===== src/design/bsg_pkg.sv =====
// bsg_pkg: shared types and constants for the bmp stream to grayscale unit
// result record, push bundle, header field offsets and gray weights
// no dependencies
`default_nettype none

package bsg_pkg;

    // result kinds
    typedef enum logic [1:0] {
        KIND_PIXEL = 2'd0,
        KIND_DONE  = 2'd1,
        KIND_ERROR = 2'd2
    } t_kind;

    // error codes
    typedef enum logic [2:0] {
        ERR_NONE      = 3'd0,
        ERR_PREMATURE = 3'd1,
        ERR_SIGNATURE = 3'd2,
        ERR_FORMAT    = 3'd3,
        ERR_SIZE      = 3'd4
    } t_err;

    localparam int COORD_W = 12;

    typedef struct packed {
        t_kind                kind;
        logic [7:0]           gray;
        logic [COORD_W-1:0]   column;
        logic [COORD_W-1:0]   row;
        t_err                 error_code;
        logic                 last;
    } t_result;

    // up to two results per input beat, slot 0 first
    typedef struct packed {
        logic [1:0]           count;
        t_result [1:0]        item;
    } t_push;

    // header layout, byte positions within the 54-byte header
    localparam logic [31:0] HDR_LEN        = 32'd54;
    localparam logic [5:0]  HDR_SIG_POS    = 6'd0;
    localparam logic [5:0]  HDR_OFFSET_POS = 6'd10;
    localparam logic [5:0]  HDR_WIDTH_POS  = 6'd18;
    localparam logic [5:0]  HDR_HEIGHT_POS = 6'd22;
    localparam logic [5:0]  HDR_BPP_POS    = 6'd28;
    localparam logic [5:0]  HDR_COMPR_POS  = 6'd30;

    localparam logic [15:0] BM_SIGNATURE   = 16'h4D42;
    localparam logic [15:0] BPP_24         = 16'd24;
    localparam logic [15:0] BPP_32         = 16'd32;

    // gray = floor((11 b + 59 g + 30 r) / 100), divide by reciprocal
    localparam int          GRAY_SUM_W     = 15;
    localparam logic [3:0]  W_BLUE         = 4'd11;
    localparam logic [5:0]  W_GREEN        = 6'd59;
    localparam logic [4:0]  W_RED          = 5'd30;
    localparam logic [12:0] GRAY_RECIP     = 13'd5243;
    localparam int          GRAY_SHIFT     = 19;

    localparam int          FIFO_DEPTH     = 4;

endpackage

`default_nettype wire


===== src/design/bmp_stream_to_grayscale_unit.sv =====
// channel   direction  handshake                     payload
// input     in         i_in_valid / o_in_stall       i_data_byte, i_end_of_file
// result    out        o_out_valid / i_out_stall     o_kind, o_gray, o_column,
//                                                    o_row, o_error_code, o_last
//
// one input beat per cycle when results are taken as fast as they come
// a beat is registered, parsed combinationally, its results land in a 4-deep queue
// results are valid once their registered beat is parsed and written to the queue
// a beat that makes two results needs an extra output beat; the queue absorbs it
// input stalls only while the result queue lacks room for two results
// synchronous active-low reset returns the parser to the start of a file header
//
// top level of the bmp stream to grayscale unit
// depends on bsg_pkg, bsg_parser, bsg_result_fifo
`default_nettype none

module bmp_stream_to_grayscale_unit #(
    parameter int MAX_WIDTH  = 4096,
    parameter int MAX_HEIGHT = 4096
) (
    input  wire logic        i_clk,
    input  wire logic        i_rst_n,
    // input beats: one file byte each
    input  wire logic        i_in_valid,
    output logic             o_in_stall,
    input  wire logic [7:0]  i_data_byte,
    input  wire logic        i_end_of_file,
    // result beats
    output logic             o_out_valid,
    input  wire logic        i_out_stall,
    output logic [1:0]       o_kind,
    output logic [7:0]       o_gray,
    output logic [11:0]      o_column,
    output logic [11:0]      o_row,
    output logic [2:0]       o_error_code,
    output logic             o_last
);
    import bsg_pkg::*;

    t_push      w_push;
    t_result    w_head;
    logic       w_room;
    logic [2:0] w_fifo_level;

    // header capture, skip, pixel grouping and gray computation
    bsg_parser #(
        .MAX_WIDTH  (MAX_WIDTH),
        .MAX_HEIGHT (MAX_HEIGHT)
    ) u_parser (
        .i_clk         (i_clk),
        .i_rst_n       (i_rst_n),
        .i_in_valid    (i_in_valid),
        .o_in_stall    (o_in_stall),
        .i_data_byte   (i_data_byte),
        .i_end_of_file (i_end_of_file),
        .i_room        (w_room),
        .o_push        (w_push)
    );

    // result queue decouples the two channels
    bsg_result_fifo u_fifo (
        .i_clk       (i_clk),
        .i_rst_n     (i_rst_n),
        .i_push      (w_push),
        .o_room      (w_room),
        .o_level     (w_fifo_level),
        .o_out_valid (o_out_valid),
        .i_out_stall (i_out_stall),
        .o_head      (w_head)
    );

    // unpack the head result onto the ports
    assign o_kind       = w_head.kind;
    assign o_gray       = w_head.gray;
    assign o_column     = w_head.column;
    assign o_row        = w_head.row;
    assign o_error_code = w_head.error_code;
    assign o_last       = w_head.last;

`ifndef SYNTH
    // queue never overfills from a two-result beat
    a_no_overflow: assert property (@(posedge i_clk) disable iff (!i_rst_n)
        (w_fifo_level + {1'b0, w_push.count}) <= 3'(FIFO_DEPTH))
        else $error("result queue overflow");

    // input stalls only when the queue is nearly full
    a_stall_cause: assert property (@(posedge i_clk) disable iff (!i_rst_n)
        o_in_stall |-> (w_fifo_level > 3'(FIFO_DEPTH - 2)))
        else $error("input stalled with room in queue");

    // nothing to deliver right after reset
    a_reset_empty: assert property (@(posedge i_clk)
        !i_rst_n |=> !o_out_valid)
        else $error("result valid after reset");

    // pixels never carry an error code
    a_pixel_no_err: assert property (@(posedge i_clk) disable iff (!i_rst_n)
        (o_out_valid && o_kind == KIND_PIXEL) |-> (o_error_code == ERR_NONE))
        else $error("pixel result with error code");
`endif

endmodule

`default_nettype wire


===== src/design/bsg_gray.sv =====
// bsg_gray: weighted sum of b, g, r and divide by 100 via reciprocal multiply
// uses bsg_pkg for weights and the reciprocal constant
// exact for every sum up to 25500
`default_nettype none

module bsg_gray (
    input  wire logic [bsg_pkg::GRAY_SUM_W-1:0] i_bg_sum,
    input  wire logic [7:0]                     i_red,
    output logic [7:0]                          o_gray
);
    import bsg_pkg::*;

    logic [GRAY_SUM_W-1:0]    w_sum;
    logic [GRAY_SUM_W+12:0]   w_prod;

    assign w_sum  = i_bg_sum + GRAY_SUM_W'(W_RED) * GRAY_SUM_W'(i_red);
    assign w_prod = (GRAY_SUM_W+13)'(w_sum) * (GRAY_SUM_W+13)'(GRAY_RECIP);
    assign o_gray = w_prod[GRAY_SHIFT +: 8];

endmodule

`default_nettype wire


===== src/design/bsg_result_fifo.sv =====
// bsg_result_fifo: small result queue, up to two writes and one read a cycle
// uses bsg_pkg result and push types
`default_nettype none

module bsg_result_fifo (
    input  wire logic            i_clk,
    input  wire logic            i_rst_n,
    input  wire bsg_pkg::t_push  i_push,
    output logic                 o_room,
    output logic [2:0]           o_level,
    output logic                 o_out_valid,
    input  wire logic            i_out_stall,
    output bsg_pkg::t_result     o_head
);
    import bsg_pkg::*;

    t_result    r_mem [FIFO_DEPTH];
    logic [1:0] r_wr_ptr;
    logic [1:0] r_rd_ptr;
    logic [2:0] r_level;
    logic [1:0] n_wr_ptr;
    logic [1:0] n_rd_ptr;
    logic [2:0] n_level;
    logic       w_pop;

    assign w_pop       = (r_level != 3'd0) && !i_out_stall;
    assign o_out_valid = (r_level != 3'd0);
    assign o_head      = r_mem[r_rd_ptr];
    // room for a full pair of results
    assign o_room      = (r_level <= 3'(FIFO_DEPTH - 2));
    assign o_level     = r_level;

    always_comb begin
        n_wr_ptr = r_wr_ptr + i_push.count;
        n_rd_ptr = r_rd_ptr + {1'b0, w_pop};
        n_level  = r_level + {1'b0, i_push.count} - {2'b00, w_pop};
    end

    always_ff @(posedge i_clk) begin
        if (i_push.count != 2'd0) begin
            r_mem[r_wr_ptr] <= i_push.item[0];
        end
        if (i_push.count == 2'd2) begin
            r_mem[r_wr_ptr + 2'd1] <= i_push.item[1];
        end
    end

    always_ff @(posedge i_clk) begin
        if (!i_rst_n) begin
            r_wr_ptr <= '0;
            r_rd_ptr <= '0;
            r_level  <= '0;
        end else begin
            r_wr_ptr <= n_wr_ptr;
            r_rd_ptr <= n_rd_ptr;
            r_level  <= n_level;
        end
    end

endmodule

`default_nettype wire


===== src/design/bsg_parser.sv =====
// bsg_parser: input register, header capture and check, pixel grouping
// drives up to two results per beat into the result queue
// uses bsg_pkg and bsg_gray
`default_nettype none

module bsg_parser #(
    parameter int MAX_WIDTH  = 4096,
    parameter int MAX_HEIGHT = 4096
) (
    input  wire logic           i_clk,
    input  wire logic           i_rst_n,
    input  wire logic           i_in_valid,
    output logic                o_in_stall,
    input  wire logic [7:0]     i_data_byte,
    input  wire logic           i_end_of_file,
    input  wire logic           i_room,
    output bsg_pkg::t_push      o_push
);
    import bsg_pkg::*;

    localparam int WB = $clog2(MAX_WIDTH + 1);
    localparam int HB = $clog2(MAX_HEIGHT + 1);
    localparam int RB = WB + 3;

    typedef enum logic [1:0] {
        PH_HDR,
        PH_SKIP,
        PH_PIX,
        PH_DRAIN
    } t_phase;

    // input stage
    logic                  r_in_valid;
    logic [7:0]            r_in_byte;
    logic                  r_in_eof;
    logic                  w_proc;

    // parse state
    t_phase                r_phase,        n_phase;
    logic [31:0]           r_byte_pos,     n_byte_pos;
    logic [15:0]           r_signature,    n_signature;
    logic [31:0]           r_pixel_offset, n_pixel_offset;
    logic [31:0]           r_image_width,  n_image_width;
    logic [31:0]           r_image_height, n_image_height;
    logic [15:0]           r_bpp,          n_bpp;
    logic [31:0]           r_compression,  n_compression;
    logic [1:0]            r_byte_in_pix,  n_byte_in_pix;
    logic [7:0]            r_blue_held,    n_blue_held;
    logic [GRAY_SUM_W-1:0] r_bg_sum,       n_bg_sum;
    logic [RB-1:0]         r_row_bytes,    n_row_bytes;
    logic [HB-1:0]         r_row_count,    n_row_count;
    logic [WB-1:0]         r_col,          n_col;
    logic [RB-1:0]         r_rowdata,      n_rowdata;
    logic [RB-1:0]         r_padded,       n_padded;
    logic [HB-1:0]         r_hm,           n_hm;
    logic                  r_topdown,      n_topdown;
    logic                  r_four,         n_four;

    logic [7:0]            w_gray;
    logic [5:0]            w_p6;
    logic [5:0]            w_rel_sig;
    logic [5:0]            w_rel_off;
    logic [5:0]            w_rel_wid;
    logic [5:0]            w_rel_hgt;
    logic [5:0]            w_rel_bpp;
    logic [5:0]            w_rel_cmp;
    logic [31:0]           w_hm32;
    t_err                  w_hdr_err;
    logic [RB-1:0]         w_width_r;
    logic [RB-1:0]         w_rowdata;
    logic [RB-1:0]         w_row_bytes_inc;
    logic [2:0]            w_bip_inc;
    logic [2:0]            w_pix_bytes;
    logic [31:0]           w_row_out;
    logic [31:0]           w_col_out;
    logic [1:0]            w_cnt;
    t_push                 n_push;

    assign w_proc     = r_in_valid && i_room;
    assign o_in_stall = r_in_valid && !i_room;

    bsg_gray u_gray (
        .i_bg_sum (r_bg_sum),
        .i_red    (r_in_byte),
        .o_gray   (w_gray)
    );

    // header field lanes
    assign w_p6      = r_byte_pos[5:0];
    assign w_rel_sig = w_p6 - HDR_SIG_POS;
    assign w_rel_off = w_p6 - HDR_OFFSET_POS;
    assign w_rel_wid = w_p6 - HDR_WIDTH_POS;
    assign w_rel_hgt = w_p6 - HDR_HEIGHT_POS;
    assign w_rel_bpp = w_p6 - HDR_BPP_POS;
    assign w_rel_cmp = w_p6 - HDR_COMPR_POS;

    // header check, all fields are complete before the last header byte
    assign w_hm32 = r_image_height[31] ? (~r_image_height + 32'd1) : r_image_height;

    always_comb begin
        if (r_signature != BM_SIGNATURE) begin
            w_hdr_err = ERR_SIGNATURE;
        end else if ((r_bpp != BPP_24 && r_bpp != BPP_32) || r_compression != 32'd0) begin
            w_hdr_err = ERR_FORMAT;
        end else if (r_pixel_offset < HDR_LEN || r_image_width[31] ||
                     r_image_width == 32'd0 || r_image_width > 32'(MAX_WIDTH) ||
                     w_hm32 == 32'd0 || w_hm32 > 32'(MAX_HEIGHT)) begin
            w_hdr_err = ERR_SIZE;
        end else begin
            w_hdr_err = ERR_NONE;
        end
    end

    // row bytes for 3 or 4 byte pixels, valid once the width passed its check
    assign w_width_r = RB'(r_image_width[WB-1:0]);
    assign w_rowdata = (r_bpp == BPP_32) ? (w_width_r << 2)
                                         : ((w_width_r << 1) + w_width_r);

    assign w_row_bytes_inc = r_row_bytes + RB'(1);
    assign w_bip_inc       = {1'b0, r_byte_in_pix} + 3'd1;
    assign w_pix_bytes     = r_four ? 3'd4 : 3'd3;
    assign w_row_out       = r_topdown ? 32'(r_row_count)
                                       : (32'(r_hm) - 32'd1 - 32'(r_row_count));
    assign w_col_out       = 32'(r_col);

    always_comb begin
        n_phase        = r_phase;
        n_byte_pos     = r_byte_pos;
        n_signature    = r_signature;
        n_pixel_offset = r_pixel_offset;
        n_image_width  = r_image_width;
        n_image_height = r_image_height;
        n_bpp          = r_bpp;
        n_compression  = r_compression;
        n_byte_in_pix  = r_byte_in_pix;
        n_blue_held    = r_blue_held;
        n_bg_sum       = r_bg_sum;
        n_row_bytes    = r_row_bytes;
        n_row_count    = r_row_count;
        n_col          = r_col;
        n_rowdata      = r_rowdata;
        n_padded       = r_padded;
        n_hm           = r_hm;
        n_topdown      = r_topdown;
        n_four         = r_four;
        n_push         = '0;
        w_cnt          = 2'd0;

        unique case (r_phase)
            PH_HDR: begin
                n_byte_pos = r_byte_pos + 32'd1;
                if (w_rel_sig < 6'd2) begin
                    n_signature[{w_rel_sig[0], 3'b000} +: 8] = r_in_byte;
                end
                if (w_rel_off < 6'd4) begin
                    n_pixel_offset[{w_rel_off[1:0], 3'b000} +: 8] = r_in_byte;
                end
                if (w_rel_wid < 6'd4) begin
                    n_image_width[{w_rel_wid[1:0], 3'b000} +: 8] = r_in_byte;
                end
                if (w_rel_hgt < 6'd4) begin
                    n_image_height[{w_rel_hgt[1:0], 3'b000} +: 8] = r_in_byte;
                end
                if (w_rel_bpp < 6'd2) begin
                    n_bpp[{w_rel_bpp[0], 3'b000} +: 8] = r_in_byte;
                end
                if (w_rel_cmp < 6'd4) begin
                    n_compression[{w_rel_cmp[1:0], 3'b000} +: 8] = r_in_byte;
                end
                if (r_byte_pos == HDR_LEN - 32'd1) begin
                    if (w_hdr_err != ERR_NONE) begin
                        n_push.item[w_cnt[0]].kind       = KIND_ERROR;
                        n_push.item[w_cnt[0]].error_code = w_hdr_err;
                        w_cnt   = w_cnt + 2'd1;
                        n_phase = PH_DRAIN;
                    end else begin
                        n_phase   = (r_pixel_offset == HDR_LEN) ? PH_PIX : PH_SKIP;
                        n_rowdata = w_rowdata;
                        n_padded  = (w_rowdata + RB'(3)) & ~RB'(3);
                        n_hm      = w_hm32[HB-1:0];
                        n_topdown = r_image_height[31];
                        n_four    = (r_bpp == BPP_32);
                    end
                end
            end
            PH_SKIP: begin
                n_byte_pos = r_byte_pos + 32'd1;
                if (n_byte_pos == r_pixel_offset) begin
                    n_phase = PH_PIX;
                end
            end
            PH_PIX: begin
                n_byte_pos = r_byte_pos + 32'd1;
                if (r_row_bytes < r_rowdata) begin
                    case (r_byte_in_pix)
                        2'd0: n_blue_held = r_in_byte;
                        2'd1: n_bg_sum = GRAY_SUM_W'(W_BLUE) * GRAY_SUM_W'(r_blue_held)
                                       + GRAY_SUM_W'(W_GREEN) * GRAY_SUM_W'(r_in_byte);
                        2'd2: begin
                            n_push.item[w_cnt[0]].kind   = KIND_PIXEL;
                            n_push.item[w_cnt[0]].gray   = w_gray;
                            n_push.item[w_cnt[0]].column = w_col_out[COORD_W-1:0];
                            n_push.item[w_cnt[0]].row    = w_row_out[COORD_W-1:0];
                            w_cnt = w_cnt + 2'd1;
                            n_col = r_col + WB'(1);
                        end
                        default: ;
                    endcase
                    n_byte_in_pix = (w_bip_inc >= w_pix_bytes) ? 2'd0 : w_bip_inc[1:0];
                end
                n_row_bytes = w_row_bytes_inc;
                if (w_row_bytes_inc == r_padded) begin
                    n_row_bytes   = '0;
                    n_byte_in_pix = 2'd0;
                    n_col         = '0;
                    n_row_count   = r_row_count + HB'(1);
                    if (r_row_count + HB'(1) == r_hm) begin
                        n_push.item[w_cnt[0]].kind = KIND_DONE;
                        w_cnt   = w_cnt + 2'd1;
                        n_phase = PH_DRAIN;
                    end
                end
            end
            PH_DRAIN: begin
                n_phase = PH_DRAIN;
            end
            default: ;
        endcase

        if (r_in_eof) begin
            if (n_phase != PH_DRAIN) begin
                n_push.item[w_cnt[0]].kind       = KIND_ERROR;
                n_push.item[w_cnt[0]].error_code = ERR_PREMATURE;
                w_cnt = w_cnt + 2'd1;
            end
            // next byte starts a new file
            n_phase        = PH_HDR;
            n_byte_pos     = '0;
            n_signature    = '0;
            n_pixel_offset = '0;
            n_image_width  = '0;
            n_image_height = '0;
            n_bpp          = '0;
            n_compression  = '0;
            n_byte_in_pix  = '0;
            n_blue_held    = '0;
            n_bg_sum       = '0;
            n_row_bytes    = '0;
            n_row_count    = '0;
            n_col          = '0;
            n_rowdata      = '0;
            n_padded       = '0;
            n_hm           = '0;
            n_topdown      = 1'b0;
            n_four         = 1'b0;
        end

        if (w_cnt != 2'd0) begin
            n_push.item[w_cnt[0] ^ 1'b1].last = 1'b1;
        end
        n_push.count = w_proc ? w_cnt : 2'd0;
    end

    assign o_push = n_push;

    always_ff @(posedge i_clk) begin
        if (!i_rst_n) begin
            r_in_valid     <= 1'b0;
            r_in_byte      <= '0;
            r_in_eof       <= 1'b0;
            r_phase        <= PH_HDR;
            r_byte_pos     <= '0;
            r_signature    <= '0;
            r_pixel_offset <= '0;
            r_image_width  <= '0;
            r_image_height <= '0;
            r_bpp          <= '0;
            r_compression  <= '0;
            r_byte_in_pix  <= '0;
            r_blue_held    <= '0;
            r_bg_sum       <= '0;
            r_row_bytes    <= '0;
            r_row_count    <= '0;
            r_col          <= '0;
            r_rowdata      <= '0;
            r_padded       <= '0;
            r_hm           <= '0;
            r_topdown      <= 1'b0;
            r_four         <= 1'b0;
        end else begin
            if (!o_in_stall) begin
                r_in_valid <= i_in_valid;
                r_in_byte  <= i_data_byte;
                r_in_eof   <= i_end_of_file;
            end
            if (w_proc) begin
                r_phase        <= n_phase;
                r_byte_pos     <= n_byte_pos;
                r_signature    <= n_signature;
                r_pixel_offset <= n_pixel_offset;
                r_image_width  <= n_image_width;
                r_image_height <= n_image_height;
                r_bpp          <= n_bpp;
                r_compression  <= n_compression;
                r_byte_in_pix  <= n_byte_in_pix;
                r_blue_held    <= n_blue_held;
                r_bg_sum       <= n_bg_sum;
                r_row_bytes    <= n_row_bytes;
                r_row_count    <= n_row_count;
                r_col          <= n_col;
                r_rowdata      <= n_rowdata;
                r_padded       <= n_padded;
                r_hm           <= n_hm;
                r_topdown      <= n_topdown;
                r_four         <= n_four;
            end
        end
    end

endmodule

`default_nettype wire

===== config.mk =====
export PLATFORM = sky130hd
export DESIGN_NAME = bmp_stream_to_grayscale_unit
export DESIGN_NICKNAME = d
export VERILOG_FILES = /design/src/design/bsg_pkg.sv /design/src/design/bmp_stream_to_grayscale_unit.sv /design/src/design/bsg_gray.sv /design/src/design/bsg_result_fifo.sv /design/src/design/bsg_parser.sv
export SDC_FILE = /design/constraint.sdc
export NUM_CORES = 1
export LEC_CHECK = 0
export ABC_AREA = 1
export BUFFER_PORTS_ARGS = -buffer_cell sky130_fd_sc_hd__buf_2
export CAP_MARGIN = 40
export CELL_PAD_IN_SITES_DETAIL_PLACEMENT = 1
export CELL_PAD_IN_SITES_GLOBAL_PLACEMENT = 1
export CORE_MARGIN = 4
export CORE_UTILIZATION = 40
export CTS_BUF_LIST = sky130_fd_sc_hd__clkbuf_4
export DETAILED_ROUTE_END_ITERATION = 6
export GPL_TIMING_DRIVEN = 0
export PLACE_DENSITY = 0.79
export SLEW_MARGIN = 20
export SYNTH_ARGS = -nofsm -noshare
export SYNTH_HDL_FRONTEND = slang
export SYNTH_SLANG_ARGS = --single-unit

===== constraint.sdc =====
create_clock -name i_clk -period 7.5 [get_ports i_clk]
set_input_delay 0.375 -clock i_clk [delete_from_list [all_inputs] [get_ports i_clk]]
set_output_delay 0.375 -clock i_clk [all_outputs]
set_load 0.005 [all_outputs]

==> flow_summary.json <==
{
  "cp-end-kind": "flip-flop",
  "gr-total-overflow": 0,
  "dieArea_mm2": 0.0858,
  "maxSlewHeadroom_pct": 42.1,
  "die_w_um": 293,
  "period_share_pct": 110,
  "synth_cells": 4403,
  "cp.arrival_ps": 8990,
  "multi_input_area_mm2": 0.0191,
  "gp_congestion": 0.907,
  "layout_commonest_cell": "nand2_1",
  "synth-seq-area-share_pct": 33.9,
  "tightest_slew_ps": 863,
  "io_buffers": 52,
  "fin_crit_ps": 8260,
  "max_freq_ghz": 0.121,
  "syn2layout_area_growth_pct": 15.3,
  "pre_cts_ws_ps": -1350,
  "layout_setup_ws_ps": -756,
  "violations": "negative setup slack",
  "layout_common_cells": "nand2_1, inv_1, nor2_1, a21oi_1, dfxtp_1",
  "drive_above_1_share_pct": 12.4,
  "grt_pass1_wl_mm": 172,
  "vias": 30600,
  "clkLatencyLatePin_ps": 1020,
  "yosys.area.top_type": "dfxtp_1",
  "wl_per_cell_um": 18.8,
  "cp_max_fo": 5,
  "slowest_stage": "fa_2",
  "fin_nets": 5034,
  "tritoncts": "built",
  "cts.reportedPaths.clkPinSlew_ps": 60,
  "cts_buffers": 139,
  "ios": 53,
  "syn_nets": 4771,
  "synth_flop_cell": "dfxtp_1",
  "track_usage_pct": 25.2,
  "postSynthAreaPerCell_um2": 7.37,
  "vias_per_cell": 5.24,
  "synth_top_area_share_pct": 19.8,
  "status": "finished with violations",
  "rows": 104,
  "design.core.area_mm2": 0.0805,
  "holdCritPathClass": "primary input to flip-flop",
  "htreeDepth": 4,
  "max_stage_delay_ps": 590,
  "maxCapViolCount": 0,
  "ant_nets": 0,
  "drt_pre_antenna_iters": 7,
  "setup-violations-final": 32,
  "clkSinkCount": 473,
  "synth.distinct_cells": 56,
  "synth_area_leaders": "dfxtp_1, edfxtp_1, nand2_1",
  "hpwlAfterDp_mm": 83.5,
  "drt_wl_total_mm": 110,
  "grt_max_degree": 39,
  "async_flop_share_pct": 0,
  "synth_edf_count": 152,
  "setup_tns_ps": -19540,
  "synth-seq-cells": 473,
  "drc": 0,
  "start_util_pct": 40.3,
  "die-height_um": 293,
  "antenna_found_initial": 3,
  "root_buffer": "clkbuf_4",
  "clock_path_buffers": 3,
  "grt_pass1_vias": 32500,
  "ys.warnings.count": 0,
  "skew_ps": 81.8,
  "crit_type": "flip-flop to flip-flop",
  "hold_violations": 0,
  "num-fill-cells": 10200,
  "netlist_area_mm2": 0.0325,
  "start_kind": "flip-flop",
  "drv_slew": 0,
  "seq_area_mm2": 0.0110,
  "cp_common_cell": "inv_2",
  "rsz0062_at_grt": "true",
  "required_ps": 8240,
  "drt-initial-drc-count": 1737
}
==> area by class of cell <==
type | instances | share of cell area [%]
multi-input cells | 3086 | 50.9
flip-flops and latches | 473 | 29.4
inverters | 705 | 7.11
clock buffers | 208 | 4.17
well taps | 1060 | 3.54
repair buffers | 122 | 2.45
plain buffers | 139 | 1.57
clock inverters | 40 | 0.762
diodes | 7 | 0.0468
==> repair_timing <==
item,4_1_cts,5_1_grt
endpoints found under the setup margin,32,32
endpoints found under the hold margin,15,0
gates resized for setup,72,46
hold buffers,12,0
pin swaps,75,47
buffers inserted,37,14
==> critical path, delay by kind of cell (launching register included) <==
kind                       cells  cell delay [ps]
adders and majority gates     10             4090
AOI/OAI and AO/OA              6              900
and+or+nand+nor               15             1440
buffers and inverters         11              760
DFF                            1              390
xor gates and xnor gates       3              460
==> final timing paths <==
kind                              startpoint                          to  slack, ps  cells after the start
hold / removal                i_data_byte[0]       u_parser.r_in_byte[0]        230                      4
setup reg to reg       u_parser.r_in_byte[2]         u_fifo.r_mem[3][34]       -760                     45
hold reg to reg   u_parser.r_compression[19]  u_parser.r_compression[19]        460                      2
setup / recovery       u_parser.r_in_byte[2]         u_fifo.r_mem[3][34]       -760                     45
==> Yosys cell counts, types with 23 or more instances <==
library cell,n
nand4_1,52
xor2_1,71
inv_1,678
fa_1,112
a21oi_1,388
clkbuf_1,105
nor2_1,392
dfxtp_1,321
nand3_1,248
edfxtp_1,152
o22ai_1,45
or2_2,23
nand2_1,1005
xnor2_1,26
o21ai_0,243
nor4_1,27
ha_1,243
nor3_1,53
==> flip-flops by register name, summed over array words and instances, names as in the netlist, 8 cells and up <==
register and count:
u_fifo.r_mem 152, u_parser.r_byte_pos 32, u_parser.r_compression 32, u_parser.r_image_height 32, u_parser.r_image_width 32, u_parser.r_pixel_offset 32
u_parser.r_bpp 16, u_parser.r_row_bytes 16, u_parser.r_signature 16, u_parser.r_bg_sum 15, u_parser.r_rowdata 15, u_parser.r_padded 14
u_parser.r_hm 13, u_parser.r_row_count 13, u_parser.r_col 12, u_parser.r_blue_held 8, u_parser.r_in_byte 8
==> metal layers <==
metal	GRT usage, %	up-vias	share of wire, %
li1	-	14900	-
met1	30.3	14800	42
met3	4.97	229	5.1
met5	0	-	0
met2	44.1	720	49
met4	10.1	0	3.7
==> metrics by stage <==
step	util, %	area [um^2]	hold WS, ps	instances
finish	46.5	37400	235	5840
global route	46.5	37400	213	5840
CTS	46.1	37100	133	5821
detailed placement	42.8	34500	441	5524
global placement	42.6	34300	438	5515
floorplan	-	32800	424	4403
==> logic make-up (layout without fill, tap and decap cells) <==
family	after synthesis	count (layout)	share of synthesized area, %
adders and majority gates	355	355	16.3
and+or+nand+nor	1871	1871	24.6
AOI/OAI and AO/OA	760	760	12.5
other	0	7	0
DFF	473	473	33.9
xor gates and xnor gates	100	100	2.82
buffers and inverters	844	1214	9.96
Power is left out: the tool's default activity adds up to more than one toggle a clock period on the data nets, which glitch-free logic cannot reach.
